[src/design/jsu_pkg.sv]
// ----------------------------------------------------------------------------
// JSON string unescape package
// Shared types and constants for the JSON string unescaper with UTF-8
// checking: item formats, queue sizing and the result kinds.
// ----------------------------------------------------------------------------
package jsu_pkg;

  // Width of the decoded length counter and of the capacity register.
  localparam int unsigned LEN_W = 16;
  // Code point width (up to U+10FFFF).
  localparam int unsigned CP_W = 21;

  // Depth of the queue between the parser and the emitter.
  localparam int unsigned QUEUE_DEPTH = 4;
  localparam int unsigned QPTR_W      = $clog2(QUEUE_DEPTH);
  localparam int unsigned QCNT_W      = QPTR_W + 1;

  // Configuration register indexes.
  localparam logic CFG_CAPACITY       = 1'b0;
  localparam logic CFG_OUTPUT_PRESENT = 1'b1;
  localparam logic [LEN_W-1:0] CAPACITY_RESET = '1;

  // Kind of result; the codes equal the status field of the output item.
  typedef enum logic [1:0] {
    KIND_DATA  = 2'd0,
    KIND_DONE  = 2'd1,
    KIND_ERROR = 2'd2
  } res_kind_e;

  // Input item.
  typedef struct packed {
    logic [7:0] in_byte;
    logic       in_last;
  } in_t;

  // Output item.
  typedef struct packed {
    logic [7:0]       out_byte;
    logic [1:0]       status;
    logic [LEN_W-1:0] out_length;
    logic             run_end;
  } out_t;

  // All results caused by one input item, as handed from parser to emitter.
  typedef struct packed {
    res_kind_e        kind;
    logic [3:0][7:0]  enc;       // encoded UTF-8 bytes, first byte in slot 0
    logic [1:0]       last_idx;  // number of data bytes minus one
    logic [LEN_W-1:0] base_len;  // decoded length before these results
  } bundle_t;

endpackage

[src/design/jsu_front.sv]
// ----------------------------------------------------------------------------
// JSON string unescape parser
// Accepts one byte per cycle while the queue has room, tracks the string,
// escape and UTF-8 state and hands bundles of results to the emitter.
// ----------------------------------------------------------------------------
module jsu_front (
  input  logic                    clk_i,
  input  logic                    rst_ni,
  input  logic [jsu_pkg::LEN_W-1:0] cap_i,
  input  logic                    opres_i,
  input  logic                    in_valid_i,
  output logic                    in_ready_o,
  input  jsu_pkg::in_t            in_data_i,
  input  logic                    full_i,
  output logic                    push_o,
  output jsu_pkg::bundle_t        bundle_o
);

  // Parser modes, one-hot.
  typedef enum logic [7:0] {
    MODE_IDLE    = 8'b0000_0001,
    MODE_BODY    = 8'b0000_0010,
    MODE_UTF8    = 8'b0000_0100,
    MODE_ESC     = 8'b0000_1000,
    MODE_HEX1    = 8'b0001_0000,
    MODE_PAIR_BS = 8'b0010_0000,
    MODE_PAIR_U  = 8'b0100_0000,
    MODE_HEX2    = 8'b1000_0000
  } mode_e;

  localparam logic [7:0] CH_QUOTE = 8'h22;
  localparam logic [7:0] CH_BSL   = 8'h5C;
  localparam logic [7:0] CH_U     = 8'h75;

  // Hex digit decode: valid flag over the four-bit value.
  function automatic logic [4:0] hex_val(input logic [7:0] b);
    logic [4:0] r;
    r = '0;
    if (b >= 8'h30 && b <= 8'h39) begin
      r = {1'b1, 4'(b - 8'h30)};
    end else if (b >= 8'h61 && b <= 8'h66) begin
      r = {1'b1, 4'(b - 8'h57)};
    end else if (b >= 8'h41 && b <= 8'h46) begin
      r = {1'b1, 4'(b - 8'h37)};
    end
    return r;
  endfunction

  mode_e                       mode_q, mode_n, mode_d;
  logic [jsu_pkg::LEN_W-1:0]   len_q, len_d;
  logic [jsu_pkg::CP_W-1:0]    acc_q, acc_n;
  logic [2:0]                  left_q, left_n;
  logic [2:0]                  seq_q, seq_n;
  logic [9:0]                  hh_q, hh_n;

  logic                        accept;
  logic [7:0]                  b;
  logic [4:0]                  hx;
  logic [15:0]                 acc16;
  logic [jsu_pkg::CP_W-1:0]    cont_acc;
  logic [jsu_pkg::CP_W-1:0]    min_cp;
  logic [2:0]                  left_dec;
  logic                        err1, done1, ap_req, esc_chk;
  logic [jsu_pkg::CP_W-1:0]    ap_cp;
  logic [2:0]                  n_bytes;
  logic [3:0][7:0]             enc;
  logic [jsu_pkg::LEN_W:0]     sum;
  logic                        cap_err, ap_ok;
  logic [jsu_pkg::LEN_W-1:0]   len_after;
  logic                        push;
  jsu_pkg::bundle_t            bundle;

  assign accept     = in_valid_i && in_ready_o;
  assign in_ready_o = !full_i;
  assign b          = in_data_i.in_byte;

  // Byte classification and next parser state.
  always_comb begin
    mode_n   = mode_q;
    acc_n    = acc_q;
    left_n   = left_q;
    seq_n    = seq_q;
    hh_n     = hh_q;
    err1     = 1'b0;
    done1    = 1'b0;
    ap_req   = 1'b0;
    esc_chk  = 1'b0;
    ap_cp    = '0;
    hx       = hex_val(b);
    acc16    = {acc_q[11:0], hx[3:0]};
    left_dec = left_q - 3'd1;
    cont_acc = {acc_q[14:0], b[5:0]};
    min_cp   = (seq_q == 3'd2) ? 21'h80 : ((seq_q == 3'd3) ? 21'h800 : 21'h10000);
    unique case (mode_q)
      MODE_IDLE: begin
        if (b == CH_QUOTE) begin
          mode_n = MODE_BODY;
        end else begin
          err1 = 1'b1;
        end
      end
      MODE_BODY: begin
        if (b == CH_QUOTE) begin
          if (opres_i && len_q >= cap_i) begin
            err1 = 1'b1;
          end else begin
            done1  = 1'b1;
            mode_n = MODE_IDLE;
          end
        end else if (b < 8'h20) begin
          err1 = 1'b1;
        end else if (b == CH_BSL) begin
          mode_n = MODE_ESC;
        end else if (b < 8'h80) begin
          ap_req = 1'b1;
          ap_cp  = 21'(b);
        end else if (b >= 8'hC2 && b <= 8'hDF) begin
          acc_n  = 21'(b[4:0]);
          seq_n  = 3'd2;
          left_n = 3'd1;
          mode_n = MODE_UTF8;
        end else if (b >= 8'hE0 && b <= 8'hEF) begin
          acc_n  = 21'(b[3:0]);
          seq_n  = 3'd3;
          left_n = 3'd2;
          mode_n = MODE_UTF8;
        end else if (b >= 8'hF0 && b <= 8'hF4) begin
          acc_n  = 21'(b[2:0]);
          seq_n  = 3'd4;
          left_n = 3'd3;
          mode_n = MODE_UTF8;
        end else begin
          err1 = 1'b1;
        end
      end
      MODE_UTF8: begin
        if (b[7:6] != 2'b10) begin
          err1 = 1'b1;
        end else begin
          acc_n  = cont_acc;
          left_n = left_dec;
          if (left_dec == 3'd0) begin
            mode_n = MODE_BODY;
            // Overlong forms, values above U+10FFFF and surrogates are refused.
            if (cont_acc < min_cp || cont_acc > 21'h10FFFF ||
                (cont_acc >= 21'hD800 && cont_acc <= 21'hDFFF)) begin
              err1 = 1'b1;
            end else begin
              ap_req = 1'b1;
              ap_cp  = cont_acc;
            end
          end
        end
      end
      MODE_ESC: begin
        mode_n  = MODE_BODY;
        ap_req  = 1'b1;
        esc_chk = 1'b1;
        unique case (b)
          8'h22:   ap_cp = 21'h22;
          8'h5C:   ap_cp = 21'h5C;
          8'h2F:   ap_cp = 21'h2F;
          8'h62:   ap_cp = 21'h08;
          8'h66:   ap_cp = 21'h0C;
          8'h6E:   ap_cp = 21'h0A;
          8'h72:   ap_cp = 21'h0D;
          8'h74:   ap_cp = 21'h09;
          8'h75: begin
            ap_req  = 1'b0;
            esc_chk = 1'b0;
            acc_n   = '0;
            left_n  = 3'd4;
            mode_n  = MODE_HEX1;
          end
          default: begin
            ap_req  = 1'b0;
            esc_chk = 1'b0;
            err1    = 1'b1;
          end
        endcase
      end
      MODE_HEX1: begin
        if (!hx[4]) begin
          err1 = 1'b1;
        end else begin
          acc_n  = 21'(acc16);
          left_n = left_dec;
          if (left_dec == 3'd0) begin
            if (acc16 >= 16'hD800 && acc16 <= 16'hDBFF) begin
              hh_n   = acc16[9:0];
              mode_n = MODE_PAIR_BS;
            end else if (acc16 >= 16'hDC00 && acc16 <= 16'hDFFF) begin
              // A lone low surrogate.
              err1 = 1'b1;
            end else begin
              mode_n  = MODE_BODY;
              ap_req  = 1'b1;
              esc_chk = 1'b1;
              ap_cp   = 21'(acc16);
            end
          end
        end
      end
      MODE_PAIR_BS: begin
        if (b == CH_BSL) begin
          mode_n = MODE_PAIR_U;
        end else begin
          err1 = 1'b1;
        end
      end
      MODE_PAIR_U: begin
        if (b == CH_U) begin
          acc_n  = '0;
          left_n = 3'd4;
          mode_n = MODE_HEX2;
        end else begin
          err1 = 1'b1;
        end
      end
      MODE_HEX2: begin
        if (!hx[4]) begin
          err1 = 1'b1;
        end else begin
          acc_n  = 21'(acc16);
          left_n = left_dec;
          if (left_dec == 3'd0) begin
            if (acc16 < 16'hDC00 || acc16 > 16'hDFFF) begin
              err1 = 1'b1;
            end else begin
              mode_n  = MODE_BODY;
              ap_req  = 1'b1;
              esc_chk = 1'b1;
              ap_cp   = 21'h10000 + {1'b0, hh_q, acc16[9:0]};
            end
          end
        end
      end
      default: begin
        err1 = 1'b1;
      end
    endcase
    // An escaped NUL is refused when an output buffer is present.
    if (esc_chk && opres_i && ap_cp == '0) begin
      err1 = 1'b1;
    end
  end

  // UTF-8 encoding of the code point to append.
  always_comb begin
    enc = '0;
    if (ap_cp <= 21'h7F) begin
      n_bytes = 3'd1;
      enc[0]  = ap_cp[7:0];
    end else if (ap_cp <= 21'h7FF) begin
      n_bytes = 3'd2;
      enc[0]  = {3'b110, ap_cp[10:6]};
      enc[1]  = {2'b10, ap_cp[5:0]};
    end else if (ap_cp <= 21'hFFFF) begin
      n_bytes = 3'd3;
      enc[0]  = {4'b1110, ap_cp[15:12]};
      enc[1]  = {2'b10, ap_cp[11:6]};
      enc[2]  = {2'b10, ap_cp[5:0]};
    end else begin
      n_bytes = 3'd4;
      enc[0]  = {5'b11110, ap_cp[20:18]};
      enc[1]  = {2'b10, ap_cp[17:12]};
      enc[2]  = {2'b10, ap_cp[11:6]};
      enc[3]  = {2'b10, ap_cp[5:0]};
    end
  end

  // Capacity check on the append.
  assign sum       = {1'b0, len_q} + (jsu_pkg::LEN_W + 1)'(n_bytes);
  assign cap_err   = sum > {1'b0, cap_i};
  assign ap_ok     = ap_req && !err1 && !cap_err;
  assign len_after = ap_ok ? sum[jsu_pkg::LEN_W-1:0] : len_q;

  // Result selection; an open string on the last byte turns into an error.
  always_comb begin
    bundle          = '0;
    bundle.kind     = jsu_pkg::KIND_DATA;
    bundle.enc      = enc;
    bundle.last_idx = 2'(n_bytes - 3'd1);
    bundle.base_len = len_q;
    push            = 1'b0;
    mode_d          = mode_n;
    len_d           = len_after;
    if (err1 || (ap_req && cap_err)) begin
      bundle.kind = jsu_pkg::KIND_ERROR;
      push        = 1'b1;
      mode_d      = MODE_IDLE;
      len_d       = '0;
    end else if (in_data_i.in_last && mode_n != MODE_IDLE) begin
      bundle.kind     = jsu_pkg::KIND_ERROR;
      bundle.base_len = len_after;
      push            = 1'b1;
      mode_d          = MODE_IDLE;
      len_d           = '0;
    end else if (done1) begin
      bundle.kind = jsu_pkg::KIND_DONE;
      push        = 1'b1;
      len_d       = '0;
    end else if (ap_ok) begin
      push = 1'b1;
    end
  end

  assign push_o   = accept && push;
  assign bundle_o = bundle;

  // Parser state registers.
  always_ff @(posedge clk_i or negedge rst_ni) begin
    if (!rst_ni) begin
      mode_q <= MODE_IDLE;
      len_q  <= '0;
      acc_q  <= '0;
      left_q <= '0;
      seq_q  <= '0;
      hh_q   <= '0;
    end else if (accept) begin
      mode_q <= mode_d;
      len_q  <= len_d;
      acc_q  <= acc_n;
      left_q <= left_n;
      seq_q  <= seq_n;
      hh_q   <= hh_n;
    end
  end

endmodule

[src/design/jsu_queue.sv]
// ----------------------------------------------------------------------------
// JSON string unescape result queue
// A short first-in first-out queue of result bundles between the parser and
// the emitter, so that each side can stall on its own.
// ----------------------------------------------------------------------------
module jsu_queue (
  input  logic             clk_i,
  input  logic             rst_ni,
  input  logic             push_i,
  input  jsu_pkg::bundle_t data_i,
  output logic             full_o,
  input  logic             pop_i,
  output logic             empty_o,
  output jsu_pkg::bundle_t head_o
);

  jsu_pkg::bundle_t               mem_q [jsu_pkg::QUEUE_DEPTH];
  logic [jsu_pkg::QPTR_W-1:0]     wr_q, rd_q;
  logic [jsu_pkg::QCNT_W-1:0]     cnt_q;

  assign full_o  = cnt_q == jsu_pkg::QCNT_W'(jsu_pkg::QUEUE_DEPTH);
  assign empty_o = cnt_q == '0;
  assign head_o  = mem_q[rd_q];

  // Storage; entries need no reset.
  always_ff @(posedge clk_i) begin
    if (push_i) begin
      mem_q[wr_q] <= data_i;
    end
  end

  // Pointers and fill count.
  always_ff @(posedge clk_i or negedge rst_ni) begin
    if (!rst_ni) begin
      wr_q  <= '0;
      rd_q  <= '0;
      cnt_q <= '0;
    end else begin
      if (push_i) begin
        wr_q <= wr_q + 1'b1;
      end
      if (pop_i) begin
        rd_q <= rd_q + 1'b1;
      end
      if (push_i && !pop_i) begin
        cnt_q <= cnt_q + 1'b1;
      end else if (pop_i && !push_i) begin
        cnt_q <= cnt_q - 1'b1;
      end
    end
  end

endmodule

[src/design/jsu_back.sv]
// ----------------------------------------------------------------------------
// JSON string unescape emitter
// Sends the queue head's results one per cycle while out_ready_i is high:
// the decoded bytes with running lengths, or a done or error item.
// ----------------------------------------------------------------------------
module jsu_back (
  input  logic             clk_i,
  input  logic             rst_ni,
  input  logic             empty_i,
  input  jsu_pkg::bundle_t head_i,
  output logic             pop_o,
  output logic             out_valid_o,
  input  logic             out_ready_i,
  output jsu_pkg::out_t    out_data_o
);

  logic [1:0] idx_q, idx_d;
  logic       is_last;
  logic       fire;

  assign out_valid_o = !empty_i;
  assign fire        = out_valid_o && out_ready_i;
  assign is_last     = (head_i.kind != jsu_pkg::KIND_DATA) || (idx_q == head_i.last_idx);
  assign pop_o       = fire && is_last;

  // Output item built from the head bundle and the byte index.
  always_comb begin
    out_data_o         = '0;
    out_data_o.status  = head_i.kind;
    out_data_o.run_end = is_last;
    if (head_i.kind == jsu_pkg::KIND_DATA) begin
      out_data_o.out_byte   = head_i.enc[idx_q];
      out_data_o.out_length = head_i.base_len + jsu_pkg::LEN_W'(idx_q) + 1'b1;
    end else begin
      out_data_o.out_length = head_i.base_len;
    end
  end

  // Byte index within the current bundle.
  always_comb begin
    idx_d = idx_q;
    if (pop_o) begin
      idx_d = '0;
    end else if (fire) begin
      idx_d = idx_q + 2'd1;
    end
  end

  always_ff @(posedge clk_i or negedge rst_ni) begin
    if (!rst_ni) begin
      idx_q <= '0;
    end else begin
      idx_q <= idx_d;
    end
  end

endmodule

[src/design/json_string_unescape_utf8_core.sv]
// ----------------------------------------------------------------------------
// JSON string unescape core
// Decodes a JSON string one raw byte at a time with strict UTF-8 checking.
// ----------------------------------------------------------------------------
// Usage: raw bytes arrive on the input channel (in_valid_i / in_ready_o), one
// item per byte, with in_last set on the final byte of the buffer. Results
// leave on the output channel (out_valid_o / out_ready_i): decoded bytes with
// their running length, then a done item with the final length, or a single
// error item. run_end marks the last result caused by an input byte.
// A byte is taken in every cycle while the four-entry result queue has room;
// its results wait in the queue behind those already there. The emitter sends
// one result per cycle while the receiver is ready, n for a code point of n
// UTF-8 bytes; bytes with no result (opening quote, escape, hex digits, lead
// bytes) cost the output nothing. When the receiver stalls, the queue fills
// and in_ready_o drops; nothing is lost. Reset empties the queue, puts the
// parser back to waiting for an opening quote and sets capacity to 65535 and
// output-present to zero. The configuration port writes a register in the
// cycle cfg_we_i is high; it is meant to be used only while the block is idle.
// ----------------------------------------------------------------------------
module json_string_unescape_utf8_core (
  input  logic                      clk_i,
  input  logic                      rst_ni,
  input  logic                      cfg_we_i,
  input  logic                      cfg_idx_i,
  input  logic [jsu_pkg::LEN_W-1:0] cfg_wdata_i,
  input  logic                      in_valid_i,
  output logic                      in_ready_o,
  input  jsu_pkg::in_t              in_data_i,
  output logic                      out_valid_o,
  input  logic                      out_ready_i,
  output jsu_pkg::out_t             out_data_o
);

  logic [jsu_pkg::LEN_W-1:0] cap_q;
  logic                      opres_q;
  logic                      full, empty, push, pop;
  jsu_pkg::bundle_t          bundle, head;

  // Configuration registers.
  always_ff @(posedge clk_i or negedge rst_ni) begin
    if (!rst_ni) begin
      cap_q   <= jsu_pkg::CAPACITY_RESET;
      opres_q <= 1'b0;
    end else if (cfg_we_i) begin
      unique case (cfg_idx_i)
        jsu_pkg::CFG_CAPACITY:       cap_q   <= cfg_wdata_i;
        jsu_pkg::CFG_OUTPUT_PRESENT: opres_q <= cfg_wdata_i[0];
        default:                     cap_q   <= cap_q;
      endcase
    end
  end

  // Parser front.
  jsu_front u_front (
    .clk_i      (clk_i),
    .rst_ni     (rst_ni),
    .cap_i      (cap_q),
    .opres_i    (opres_q),
    .in_valid_i (in_valid_i),
    .in_ready_o (in_ready_o),
    .in_data_i  (in_data_i),
    .full_i     (full),
    .push_o     (push),
    .bundle_o   (bundle)
  );

  // Result queue.
  jsu_queue u_queue (
    .clk_i   (clk_i),
    .rst_ni  (rst_ni),
    .push_i  (push),
    .data_i  (bundle),
    .full_o  (full),
    .pop_i   (pop),
    .empty_o (empty),
    .head_o  (head)
  );

  // Result emitter.
  jsu_back u_back (
    .clk_i       (clk_i),
    .rst_ni      (rst_ni),
    .empty_i     (empty),
    .head_i      (head),
    .pop_o       (pop),
    .out_valid_o (out_valid_o),
    .out_ready_i (out_ready_i),
    .out_data_o  (out_data_o)
  );

endmodule
[config.mk]
export PLATFORM = sky130hd
export DESIGN_NAME = json_string_unescape_utf8_core
export DESIGN_NICKNAME = d
export VERILOG_FILES = /design/src/design/jsu_pkg.sv /design/src/design/jsu_front.sv /design/src/design/jsu_queue.sv /design/src/design/jsu_back.sv /design/src/design/json_string_unescape_utf8_core.sv
export SDC_FILE = /design/constraint.sdc
export NUM_CORES = 1
export LEC_CHECK = 0
export BUFFER_PORTS_ARGS = -buffer_cell sky130_fd_sc_hd__buf_4
export CORE_ASPECT_RATIO = 1.2
export CORE_MARGIN = 5
export CORE_UTILIZATION = 55
export DETAILED_ROUTE_END_ITERATION = 6
export GPL_ROUTABILITY_DRIVEN = 0
export PLACE_DENSITY = 0.77
export SLEW_MARGIN = 20
export SYNTH_ARGS = -nofsm -noshare
export SYNTH_HDL_FRONTEND = slang
export SYNTH_SLANG_ARGS = --single-unit
[constraint.sdc]
create_clock -name clk_i -period 10.79 [get_ports clk_i]
set_clock_uncertainty 0.1 [all_clocks]
set_input_delay 2.158 -clock clk_i [delete_from_list [all_inputs] [get_ports clk_i]]
set_output_delay 2.158 -clock clk_i [all_outputs]
set_load 0.1 [all_outputs]
==> metrics.log <==
[metrics] outcome: finished, final reports clean
[metrics] TritonCTS clock tree: done
[metrics] Setup crit start: in_data_i[1]
[metrics] floorplan die area: 31470 um2
[metrics] maximum number of pins on one net before global-route repair: a little over 60
[metrics] power per cell area: 214.7 nW/um2
[metrics] main combinational cell family by area after synthesis: simple AND/OR/NAND/NOR gates
[metrics] Worst Reg-to-Reg Cells: 26
[metrics] share of layout cells above drive strength 1: 18.03%
[metrics] arrival time at the worst endpoint: 9.34 ns
[metrics] terminus of the critical flop-to-flop path: u_queue.mem_q[3][10]$_DFFE_PP_
[metrics] pre-CTS worst setup slack: roughly 1.3 ns
[metrics] primary flip-flop cell chosen by synthesis mapping: sky130_fd_sc_hd__edfxtp_1
[metrics] CP startpoint kind: primary input
[metrics] element type at the critical path end: flip-flop
[metrics] warning count from the yosys run: 0
[metrics] Util after Layout: 61.05%
[metrics] number of nets produced by synthesis: ~1400
[metrics] register area share after synthesis: 51.49%
[metrics] flip-flop and latch count after synthesis: 277
[metrics] share of Yosys cell area claimed by the top area cell type: 38.20%
[metrics] standard cell area after detailed placement: about 16000 um2
[metrics] Cell Rows: 67
[metrics] clock root buffer: sky130_fd_sc_hd__clkbuf_16
[metrics] number of buffers added by the clock tree synthesis step: 27
[metrics] DR iter-0 viols: around 1300
[metrics] Max IR drop VDD: 173.4 uV
[metrics] area taken by multi-input logic gates: 6919 um2
[metrics] horizontal die dimension: around 160 um
[metrics] ANT cells: 0
[metrics] static leakage: between 0.006 and 0.007 uW
[metrics] final std cells w/o fill: 1760
[metrics] count of H-tree levels built during CTS: 1
[metrics] core region area: 27830 um2
[metrics] residual DRC count: 0
[metrics] count of filler cells inserted in the layout: between 2000 and 2500
[metrics] number of global-route vias before repair: 11260
[metrics] highest fanout seen on the critical path: 28
[metrics] top area cells in the synthesized netlist: sky130_fd_sc_hd__edfxtp_1, sky130_fd_sc_hd__dfrtp_1, sky130_fd_sc_hd__mux4_2
[metrics] number of distinct standard cells referenced by the synthesized netlist: 87
[metrics] routed length on met2: 18270 um
[metrics] DR WL/cell: 21.38 um
[metrics] mean instance size in the synthesized netlist: ~12 um2
[metrics] Port Buf Inserts: 59
[metrics] Most Frequent Cell on Critical Path: sky130_fd_sc_hd__nand2_1
[metrics] EDFF count, synth: 196
[metrics] final setup margin: ~1.6 ns
[metrics] die span in y: slightly below 200 um
[metrics] DP Cell Count: 1711
[metrics] arithmetic-cell share of the synthesized area counting full adders, half adders and majority gates: 4.531%
[metrics] count of boundary I/O pins: 60
[metrics] final worst path period share: between 80% and 90%
[metrics] maximum clock frequency: ~110 MHz
[metrics] clk_lat worst skew: approximately 0.54 ns
[metrics] post-synthesis simple-gate area fraction: about 15%
[metrics] sum of negative setup slack: 0 ns
[metrics] sequential standard cell area: 7939 um2
[metrics] area delta synth->final: 10.29%
[metrics] number of optimization iterations in the first detailed-route pass: 7
[metrics] antenna violations before repair: 0
[metrics] termination of the worst setup path: u_queue.mem_q[3][10]$_DFFE_PP_
[metrics] WS Path Type: primary input to flip-flop
[metrics] Worst path max stage delay: 0.53 ns
[metrics] clock-pin slew on the worst setup and hold paths: 0.06 ns
[metrics] launching point of the worst reg2reg path: u_front.mode_q[4]$_DFFE_PN0P_
[metrics] highest metal layer with signal wires: met4
[metrics] final hold violations: 0
[metrics] clock tree buffer depth: 3
[metrics] number of buffers inserted by post-CTS setup repair: 0
[metrics] total track usage: between 20% and 30%
[metrics] post-route minimum period: 9.163 ns
[metrics] reg-to-reg setup timing slack: 2.77 ns
[metrics] RSZ-0062 raised after global routing: false
[metrics] library cell occupying the most area in the post-synthesis netlist: sky130_fd_sc_hd__edfxtp_1
[metrics] post_cts resized: 0
[metrics] endpoints failing setup: 0
[metrics] type of the worst min-delay path: flip-flop to flip-flop
[metrics] antenna-violating nets left: 0
[metrics] CTS Hold Bufs: 0
[metrics] share of cell area taken by muxes after synthesis: 9.323%
[metrics] xor and xnor area share after synthesis: 2.842%
[metrics] FFs w/ async S/R, synth: 29.24%
[metrics] initial standard-cell utilization of the core: 55.36%
[metrics] number of max-capacitance violations reported: 0
[metrics] detailed placer's ending HPWL: roughly 26000 um
[metrics] Gate Count Post-Synth: 1337
[metrics] worst slew margin relative to its limit: between 30% and 40%
[metrics] Post-Route M1 WL: 15240 um
[metrics] clock sinks: 277
[metrics] metal3 WL: 2906 um
[metrics] Finished Cell Area: ~17000 um2
[metrics] Overflow after GRT: 0
[metrics] final net count: 1446
[metrics] complex-gate fraction of the synthesized area: 12.90%
[metrics] WP data required: around 11 ns
[metrics] final slew viol count: 0
[metrics] Post-Synthesis Cell Area: 15410 um2
[metrics] Via-to-Cell Ratio: 6.491
[metrics] number of vias in the routed layout: ~11000
[metrics] total length of routed wires: 37640 um
[metrics] cell with the largest stage delay on the worst path: sky130_fd_sc_hd__o41ai_1
[metrics] actual transition at the worst max-transition pin: 0.9517 ns
[metrics] first-pass GRT wire length: 61420 um
[cell type report]
cell class              count  share of cell area, %
inverters                  52                  1.149
repair buffers             82                  3.623
clock inverters            19                 0.9572
flip-flops and latches    277                  46.72
clock buffers              30                  4.042
well taps                 379                  2.791
multi-input cells         921                  40.72
[state kept, by name, summed over array words and instances (netlist names)]
register,cells
u_front.hh_q,10
u_queue.cnt_q,3
u_front.seq_q,3
opres_q,1
u_queue.rd_q,2
u_queue.mem_q,196
u_queue.wr_q,2
u_front.mode_q,8
u_back.idx_q,2
u_front.left_q,3
u_front.acc_q,15
cap_q,16
u_front.len_q,16
[report_power, final]
group          internal [uW]  total [uW]  switching (uW)  leakage, uW
Sequential              1330        1410            84.3      0.00287
Clock                    508         905             396     0.000408
Combinational            438        1330             890      0.00314
[per-stage QoR]
stage	hold slack [ns]	total power, uW
finish	0.3872	3648
floorplan	0.3495	2466
global route	0.3940	3802
global placement	0.3720	2749
CTS	0.3866	3677
detailed placement	0.3799	2773
[worst max-delay path: cells and delay by family]
family	cells	cell delay, ns
simple gates	15	3.10
xor+xnor	2	0.49
fa+ha+maj	4	1.29
buf+inv	5	1.11
compound gates	5	1.17
[worst min-delay path by stage]
stage | startpoint | end | cells after the start | slack (ns)
final | u_queue.cnt_q[2]$_DFFE_PN0P_ | u_queue.cnt_q[2]$_DFFE_PN0P_ | 1 | 0.39
after global placement | u_queue.cnt_q[2]$_DFFE_PN0P_ | u_queue.cnt_q[2]$_DFFE_PN0P_ | 1 | 0.37
after detailed placement | u_queue.cnt_q[2]$_DFFE_PN0P_ | u_queue.cnt_q[2]$_DFFE_PN0P_ | 1 | 0.38
after global routing | u_queue.cnt_q[2]$_DFFE_PN0P_ | u_queue.cnt_q[2]$_DFFE_PN0P_ | 1 | 0.39
after CTS | u_queue.cnt_q[2]$_DFFE_PN0P_ | u_queue.cnt_q[2]$_DFFE_PN0P_ | 1 | 0.39
after floorplan | u_front.seq_q[1]$_DFFE_PN0P_ | u_front.seq_q[1]$_DFFE_PN0P_ | 1 | 0.35
[cells in the final DEF (no fill, tap or decap), drive strengths merged, types with 12 or more instances in the layout]
cell type	netlist	layout
edfxtp	196	196
nand2	131	131
nor2	94	94
buf	30	82
a21oi	65	65
dfrtp	64	64
o21ai	57	57
mux4	55	55
inv	52	53
ha	51	51
nand3	38	38
xnor2	33	33
clkbuf	57	30
nand4	27	27
nor3	23	23
nand2b	20	20
a22o	19	19
xor2	17	17
and3	17	17
a31oi	17	17
dfstp	17	17
nor2b	17	17
or2	16	16
nor4	15	15
and2	15	15
mux2	14	14
a22oi	12	12
clkinv	0	12
[kinds of logic (layout without fill, tap and decap cells)]
| logic type | Yosys count | count (layout) |
|---|---|---|
| buffers and inverters | 139 | 183 |
| AND/OR/NAND/NOR | 457 | 457 |
| multiplexers | 73 | 73 |
| AO/OA/AOI/OAI | 287 | 287 |
| adder cells (fa/ha/maj) | 54 | 54 |
| XOR/XNOR | 50 | 50 |
| flip-flops | 277 | 277 |
[synthesized netlist by cell type (all sizes together) (5+ instances only)]
master and count:
edfxtp 196, nand2 131, nor2 94, a21oi 65
dfrtp 64, clkbuf 57, o21ai 57, mux4 55
inv 52, ha 51, nand3 38, xnor2 33
buf 30, nand4 27, nor3 23, nand2b 20
a22o 19, a31oi 17, and3 17, dfstp 17
nor2b 17, xor2 17, or2 16, and2 15
nor4 15, mux2 14, a22oi 12, a211oi 11
o211ai 11, o31ai 11, or4 11, a21o 10
a221oi 7, nand3b 7, nor4b 6, o22ai 6
or3 6, a2111oi 5, a32oi 5, o2111ai 5
o41ai 5
[metal layers]
metal	up-vias	track usage, %
met3	97	2.618
li1	5140	-
met1	5580	34.11
met4	0	7.458
met2	607	39.20
met5	-	0
Power figures use the tool's default switching activity.
